==> src/rtl/tdsd_pkg.sv <==
// Shared types, request codes and segment table for the two-digit one-wire driver.
// No dependencies.
`timescale 1ns / 1ps

package tdsd_pkg;

  localparam logic [1:0] REQ_TICK   = 2'd0;
  localparam logic [1:0] REQ_DEC    = 2'd1;
  localparam logic [1:0] REQ_HEX    = 2'd2;
  localparam logic [1:0] REQ_SINGLE = 2'd3;

  localparam logic [1:0] CFG_BIT_TIME    = 2'd0;
  localparam logic [1:0] CFG_STROBE_TIME = 2'd1;

  localparam logic [9:0] BIT_TIME_RST    = 10'd10;
  localparam logic [7:0] STROBE_TIME_RST = 8'd1;

  localparam logic [4:0] IDX_MINUS   = 5'd17;
  localparam logic [4:0] FRAME_PAIR  = 5'd16;
  localparam logic [4:0] FRAME_SINGLE = 5'd8;

  typedef struct packed {
    logic [1:0]         req_type;
    logic signed [15:0] value;
    logic               blank_zero;
    logic               dot;
  } in_t;

  typedef struct packed {
    logic pin_level;
    logic busy_res;
    logic rejected;
  } out_t;

  typedef struct packed {
    logic [15:0] frame;
    logic [4:0]  len;
  } load_t;

  typedef struct packed {
    logic [9:0] bit_time;
    logic [7:0] strobe_time;
  } timing_t;

  function automatic logic [7:0] seg_code(input logic [4:0] idx);
    logic [7:0] c;
    case (idx)
      5'd0:    c = 8'hfa;
      5'd1:    c = 8'h18;
      5'd2:    c = 8'h76;
      5'd3:    c = 8'h3e;
      5'd4:    c = 8'h9c;
      5'd5:    c = 8'hae;
      5'd6:    c = 8'hee;
      5'd7:    c = 8'h38;
      5'd8:    c = 8'hfe;
      5'd9:    c = 8'hbe;
      5'd10:   c = 8'hfc;
      5'd11:   c = 8'hce;
      5'd12:   c = 8'h46;
      5'd13:   c = 8'h5e;
      5'd14:   c = 8'he6;
      5'd15:   c = 8'he4;
      5'd17:   c = 8'h04;
      default: c = 8'h00;
    endcase
    return c;
  endfunction

endpackage

==> src/rtl/tdsd_encode.sv <==
// Frame encoder: turns a show request into segment-code frame and bit count.
// Depends on tdsd_pkg.
`timescale 1ns / 1ps

module tdsd_encode import tdsd_pkg::*; (
  input  in_t   req,
  output load_t load
);

  logic        neg;
  logic [7:0]  mag;
  logic [15:0] prod;
  logic [4:0]  quo;
  logic [7:0]  quo10;
  logic [7:0]  lo_w;
  logic [4:0]  hi_w;
  logic [4:0]  dec_hi;
  logic [4:0]  dec_lo;
  logic [15:0] raw;
  logic [7:0]  single_code;

  function automatic logic [7:0] digit(input logic [4:0] idx, input logic blank);
    return (blank && idx == 5'd0) ? 8'h00 : seg_code(idx);
  endfunction

  function automatic logic [15:0] pair(input logic [4:0] lo, input logic [4:0] hi,
                                       input logic blank);
    return {digit(hi, blank), digit(lo, blank && hi == 5'd0)};
  endfunction

  assign raw  = req.value;
  assign neg  = raw[15];
  assign mag  = neg ? (~raw[7:0] + 8'd1) : raw[7:0];

  // divide by ten: multiply by 205/2048, exact for 8-bit values
  assign prod  = {8'd0, mag} * 16'd205;
  assign quo   = prod[15:11];
  assign quo10 = {quo, 3'b000} + {2'b00, quo, 1'b0};
  assign lo_w  = mag - quo10;
  assign hi_w  = (quo >= 5'd20) ? quo - 5'd20 : ((quo >= 5'd10) ? quo - 5'd10 : quo);
  assign dec_lo = {1'b0, lo_w[3:0]};
  assign dec_hi = (neg && hi_w == 5'd0) ? IDX_MINUS : hi_w;

  always_comb begin
    if (req.blank_zero && raw == 16'd0) begin
      single_code = 8'h00;
    end else begin
      single_code = (raw <= 16'd17) ? seg_code(raw[4:0]) : 8'h00;
      single_code[0] = single_code[0] | req.dot;
    end
  end

  always_comb begin
    case (req.req_type)
      REQ_DEC: begin
        load.frame = pair(dec_lo, dec_hi, req.blank_zero);
        load.len   = FRAME_PAIR;
      end
      REQ_HEX: begin
        load.frame = pair({1'b0, raw[3:0]}, {1'b0, raw[7:4]}, req.blank_zero);
        load.len   = FRAME_PAIR;
      end
      default: begin
        load.frame = {8'h00, single_code};
        load.len   = FRAME_SINGLE;
      end
    endcase
  end

endmodule

==> src/rtl/tdsd_seq.sv <==
// Pulse sequencer: frame shift register, bit and phase counters, pin level.
// Depends on tdsd_pkg.
`timescale 1ns / 1ps

module tdsd_seq import tdsd_pkg::*; (
  input  logic    clk,
  input  logic    rst_n,
  input  logic    step_en,
  input  logic [1:0] req_type,
  input  load_t   load,
  input  timing_t timing,
  output out_t    res
);

  logic [15:0] frame_r, frame_nxt;
  logic [4:0]  left_r, left_nxt;
  logic        strobe_r, strobe_nxt;
  logic [9:0]  phase_r, phase_nxt;
  logic        line_r, line_nxt;

  logic        busy;
  logic [9:0]  bit_ticks;
  logic [7:0]  strobe_ticks;
  logic [15:0] shifted;
  logic [4:0]  left_dec;

  assign busy         = left_r != 5'd0;
  assign bit_ticks    = (timing.bit_time == 10'd0) ? 10'd1 : timing.bit_time;
  assign strobe_ticks = (timing.strobe_time == 8'd0) ? 8'd1 : timing.strobe_time;
  assign shifted      = {1'b0, frame_r[15:1]};
  assign left_dec     = left_r - 5'd1;

  always_comb begin
    frame_nxt     = frame_r;
    left_nxt      = left_r;
    strobe_nxt    = strobe_r;
    phase_nxt     = phase_r;
    line_nxt      = line_r;
    res.pin_level = line_r;
    res.rejected  = 1'b0;
    if (req_type == REQ_TICK) begin
      if (busy) begin
        if (phase_r > 10'd1) begin
          phase_nxt = phase_r - 10'd1;
        end else if (!strobe_r && !frame_r[0]) begin
          strobe_nxt = 1'b1;
          phase_nxt  = {2'b00, strobe_ticks};
          line_nxt   = 1'b0;
        end else begin
          frame_nxt  = shifted;
          left_nxt   = left_dec;
          strobe_nxt = 1'b0;
          if (left_dec != 5'd0) begin
            phase_nxt = bit_ticks;
            line_nxt  = ~shifted[0];
          end else begin
            phase_nxt = 10'd0;
            line_nxt  = 1'b1;
          end
        end
      end
    end else if (busy) begin
      res.rejected = 1'b1;
    end else begin
      frame_nxt     = load.frame;
      left_nxt      = load.len;
      strobe_nxt    = 1'b0;
      phase_nxt     = bit_ticks;
      line_nxt      = ~load.frame[0];
      res.pin_level = ~load.frame[0];
    end
    res.busy_res = left_nxt != 5'd0;
  end

  always_ff @(posedge clk) begin
    if (!rst_n) begin
      frame_r  <= 16'd0;
      left_r   <= 5'd0;
      strobe_r <= 1'b0;
      phase_r  <= 10'd0;
      line_r   <= 1'b1;
    end else if (step_en) begin
      frame_r  <= frame_nxt;
      left_r   <= left_nxt;
      strobe_r <= strobe_nxt;
      phase_r  <= phase_nxt;
      line_r   <= line_nxt;
    end
  end

endmodule

==> src/rtl/two_digit_segment_one_wire_driver_unit.sv <==
// Top level of the two-digit seven-segment one-wire display driver.
// Depends on tdsd_pkg, tdsd_encode and tdsd_seq.
`timescale 1ns / 1ps

// The result of each request (a one-microsecond tick or a show request) lands in the
// output register on the next edge; a new request is accepted every cycle while the output
// register is empty or being drained. Show requests build the frame in a single
// combinational pass (divide by ten by reciprocal multiply, table lookup); ticks step the
// bit and phase counters that shape the pulses on the pin. Timing registers must be
// written via the cfg port only while no request is in flight, unenforced by the block.
module two_digit_segment_one_wire_driver_unit import tdsd_pkg::*; (
  input  logic       clk,
  input  logic       rst_n,
  input  logic       in_valid,
  output logic       in_ready,
  input  in_t        in_data,
  output logic       out_valid,
  input  logic       out_ready,
  output out_t       out_data,
  input  logic       cfg_we,
  input  logic [1:0] cfg_addr,
  input  logic [9:0] cfg_wdata
);

  timing_t timing_r;
  logic    out_valid_r, out_valid_nxt;
  out_t    out_data_r;
  logic    accept;
  load_t   load;
  out_t    res;

  assign in_ready  = !out_valid_r || out_ready;
  assign accept    = in_valid && in_ready;
  assign out_valid = out_valid_r;
  assign out_data  = out_data_r;

  tdsd_encode u_encode (
    .req  (in_data),
    .load (load)
  );

  tdsd_seq u_seq (
    .clk      (clk),
    .rst_n    (rst_n),
    .step_en  (accept),
    .req_type (in_data.req_type),
    .load     (load),
    .timing   (timing_r),
    .res      (res)
  );

  always_comb begin
    if (accept) begin
      out_valid_nxt = 1'b1;
    end else if (out_ready) begin
      out_valid_nxt = 1'b0;
    end else begin
      out_valid_nxt = out_valid_r;
    end
  end

  always_ff @(posedge clk) begin
    if (!rst_n) begin
      out_valid_r <= 1'b0;
    end else begin
      out_valid_r <= out_valid_nxt;
    end
  end

  always_ff @(posedge clk) begin
    if (accept) begin
      out_data_r <= res;
    end
  end

  always_ff @(posedge clk) begin
    if (!rst_n) begin
      timing_r.bit_time    <= BIT_TIME_RST;
      timing_r.strobe_time <= STROBE_TIME_RST;
    end else if (cfg_we) begin
      unique case (cfg_addr)
        CFG_BIT_TIME:    timing_r.bit_time    <= cfg_wdata;
        CFG_STROBE_TIME: timing_r.strobe_time <= cfg_wdata[7:0];
        default: begin
        end
      endcase
    end
  end

endmodule
==> config.mk <==
export PLATFORM = sky130hd
export DESIGN_NAME = two_digit_segment_one_wire_driver_unit
export DESIGN_NICKNAME = d
export VERILOG_FILES = /design/src/rtl/tdsd_pkg.sv /design/src/rtl/tdsd_encode.sv /design/src/rtl/tdsd_seq.sv /design/src/rtl/two_digit_segment_one_wire_driver_unit.sv
export SDC_FILE = /design/constraint.sdc
export NUM_CORES = 1
export LEC_CHECK = 0
export BUFFER_PORTS_ARGS = -buffer_cell sky130_fd_sc_hd__buf_2
export CORE_ASPECT_RATIO = 1.2
export CORE_MARGIN = 3
export CORE_UTILIZATION = 55
export DETAILED_ROUTE_END_ITERATION = 7
export HOLD_SLACK_MARGIN = 0.08
export PLACE_DENSITY = 0.87
export SYNTH_ARGS = -nofsm -noshare
export SYNTH_HDL_FRONTEND = slang
export SYNTH_SLANG_ARGS = --single-unit
==> constraint.sdc <==
create_clock -name clk -period 6.4 [get_ports clk]
set_clock_uncertainty 0.05 [all_clocks]
set_input_delay 0.32 -clock clk [delete_from_list [all_inputs] [get_ports clk]]
set_output_delay 0.32 -clock clk [all_outputs]
set_load 0.05 [all_outputs]
==> results.toml <==
[clock_network]
cts_tree = "yes"
clkTransAtPathRegs_ns = 0.07
numCtsBuffers = 5
htreeDepth = 2
clk_latency_ns = 0.30
clock_sinks = 55
ctsRootBufferMaster = "clkbuf_16"
holdBufCountCts = 0
clk_path_buf_depth = 2

[detailed_routing]
num_vias = 5899
routed_via_density = 6.48
drt_wl_total_mm = 15.9
final_antenna_net_count = 0
drc = 0
wl_per_cell_um = 17.4
dr.first_iter.drc_count = 489
dr.pass1.iters = 6

[floorplanning]
die_height_um = 119
die_x_um = 100
ios = 42
coreArea_mm2 = 0.0102
dieArea_mm2 = 0.0120
start_util_pct = 57.7
rows = 40

[timing]
setup_tns_ns = 0
fin_hold_ws_ns = 0.204
max_freq_mhz = 161
relSlewSlack_pct = 32.6
fin_crit_ns = 6.20
fin_ws_ns = 0.203
maxSlewViolCount = 0
worstMarginPinSlew_ns = 1.01
hold_viol_final = 0
setup_viol = 0
period_share_pct = 96.8

[power]
power_density_mw_per_mm2 = 612
p_total_mw = 4.03
ir_worst_vdd_mv = 0.512
power_leakage_nw = 2.89

[yosys]
yosys_warnings = 0
yosysUniqueCellTypes = 84
syn_area_per_cell_um2 = 7.97
async_reset_ff_share_pct = 0
netlist_instances = 739
synth-edff-count = 3
syn_nets = 857
synth_seq_area_share_pct = 19.2
yosys_most_used_dff = "dfxtp_1"
synth_seq_cells = 55
netlist_area_mm2 = 0.00589

[critical_path]
worstPathRequired_ns = 6.58
startpoint_type = "input pin"
critPathMaxFanout = 7
arrival_ns = 6.38
crit_type = "input pin to flip-flop"
critPathCaptureType = "flip-flop"

[final_layout]
finish.net_count = 902
n_antenna_cell = 0
ff_latch_area_mm2 = 0.00113
areaGrowthSynthToFinish_pct = 11.8
fillers = 843
final_util_pct = 64.5
drive_gt1_share_pct = 16.4
multi_input_area_mm2 = 0.00447

[placed_design]
place_ws_ns = -0.0951
gp_congestion = 0.997
hpwl_mm = 12.2
portBuffers = 41

[status]
status = "complete, no violations"

[global_route]
antenna_found_initial = 0
grt_pass1_wl_mm = 26.3
grt_pass1_vias = 5703
grt_max_degree = 44
overflow = 0
track_usage_pct = 26.2

[min_path]
hold_class = "input pin to flip-flop"

[run]
maxCapViolCount = 0
cell families (layout without fill, tap and decap cells):
kind of cell / Yosys count / in the layout / synth area share [%]
fa+ha+maj: 82 / 82 / 18.8
buf+inv: 93 / 139 / 6.42
xor+xnor: 25 / 25 / 4.08
simple gates: 220 / 220 / 18.9
flops: 55 / 55 / 19.2
compound gates: 234 / 234 / 26.8
mux: 30 / 30 / 5.82
critical path, cell delays in order:
cell and delay (ns):
buf_2 0.17, inv_2 0.09, ha_1 0.32, mux2i_2 0.20, inv_1 0.09, ha_1 0.31
inv_1 0.06, fa_1 0.53, inv_1 0.06, fa_1 0.53, inv_1 0.06, fa_1 0.54
inv_1 0.04, ha_1 0.31, nand3_1 0.16, nor3_2 0.26, buf_4 0.16, o21a_2 0.21
o31a_1 0.22, or2_1 0.16, inv_2 0.05, ha_1 0.20, xnor2_1 0.29, xnor2_1 0.23
mux4_2 0.54, nand2b_1 0.16, a21oi_1 0.12
sequential cells by signal (all words and copies together), names as in the netlist:
| register | flops |
|---|---|
| u_seq.line_r | 1 |
| u_seq.frame_r | 16 |
| u_seq.phase_r | 10 |
| u_seq.left_r | 5 |
| u_seq.strobe_r | 1 |
| out_data | 3 |
| timing_r | 18 |
| out_valid | 1 |
synth_stat cells (8+ instances only):
cell type | number | share of area [%]
nor2b_1 | 13 | 1.4
a221oi_1 | 8 | 1.2
xnor2_1 | 15 | 2.2
dfxtp_1 | 52 | 18
nor2_1 | 52 | 3.3
a31oi_1 | 13 | 1.4
ha_1 | 70 | 15
o211ai_1 | 17 | 2.2
nor3_1 | 17 | 1.4
o21ai_0 | 41 | 3.5
o211a_1 | 8 | 1.4
a211oi_1 | 13 | 1.7
nand2_1 | 62 | 4.0
inv_1 | 52 | 3.3
a21oi_1 | 59 | 5.0
mux2i_1 | 26 | 4.4
xor2_1 | 8 | 1.2
fa_1 | 11 | 3.7
clkbuf_1 | 26 | 1.7
o21ai_1 | 10 | 0.85
nand3_1 | 22 | 1.9
path summary, 6_finish.rpt:
path | slack (ns) | startpoint | to | depth (start not counted)
worst min-delay path | 0.20 | cfg_wdata[9] | timing_r[17]$_SDFFE_PN0P_ | 3
worst max-delay path | 0.20 | in_data[3] | u_seq.frame_r[5]$_SDFFE_PN0P_ | 27
worst max register to register | 3.26 | u_seq.left_r[0]$_SDFFE_PN0P_ | u_seq.frame_r[4]$_SDFFE_PN0P_ | 10
worst min register to register | 0.42 | u_seq.frame_r[8]$_SDFFE_PN0P_ | u_seq.frame_r[8]$_SDFFE_PN0P_ | 2
cell usage in the layout (no fill, tap or decap), drive strengths merged, types with 4 or more instances in the layout:
cell type and count:
clkinv 4, buf 73, nor2 53, dfxtp 52
nor3b 6, inv 56, and3 6, a21oi 60
nor4 7, nand2b 8, o31ai 5, ha 70
a211oi 14, a221oi 8, o21a 6, o22ai 8
xnor2 16, a31oi 13, nand2 62, a311oi 6
nor2b 13, o21ai 52, clkbuf 5, mux2i 26
fa 11, or2 4, nand3 23, xor2 8
a211o 5, a21boi 5, o211ai 18, nor3 19
a2111oi 4, o211a 8
report_power, final:
group	switching, mW	total, mW	internal [mW]
Combinational	1.94	3.32	1.38
Sequential	0.0261	0.403	0.377
Clock	0.125	0.309	0.185
Total	2.09	4.03	1.94
final cells by class:
class	count	share of cell area, %
inverter	58	3.31
clock inverter	3	0.665
clock buffer	5	1.90
tap	126	2.39
timing repair buffer	73	6.76
multi-input combinational	591	67.8
sequential	55	17.2
stage by stage:
step,instance area (um2),std cells
floorplan,5890,739
global placement,6320,901
detailed placement,6320,901
CTS,6490,909
global route,6590,911
finish,6590,911
repair_timing:
item,CTS,global route
endpoints found under the setup margin,0,14
buffers inserted,0,2
resized for setup,0,21
metal layers:
layer	wire, um	vias up	share of wire (%)	GRT usage (%)
met2	8380	257	53	49.4
li1	-	2796	-	-
met3	793	47	5.0	2.34
met5	0	-	0	0
met1	6190	2799	39	29.7
met4	491	0	3.1	9.94
No activity file was read; power rests on OpenSTA's default activity.
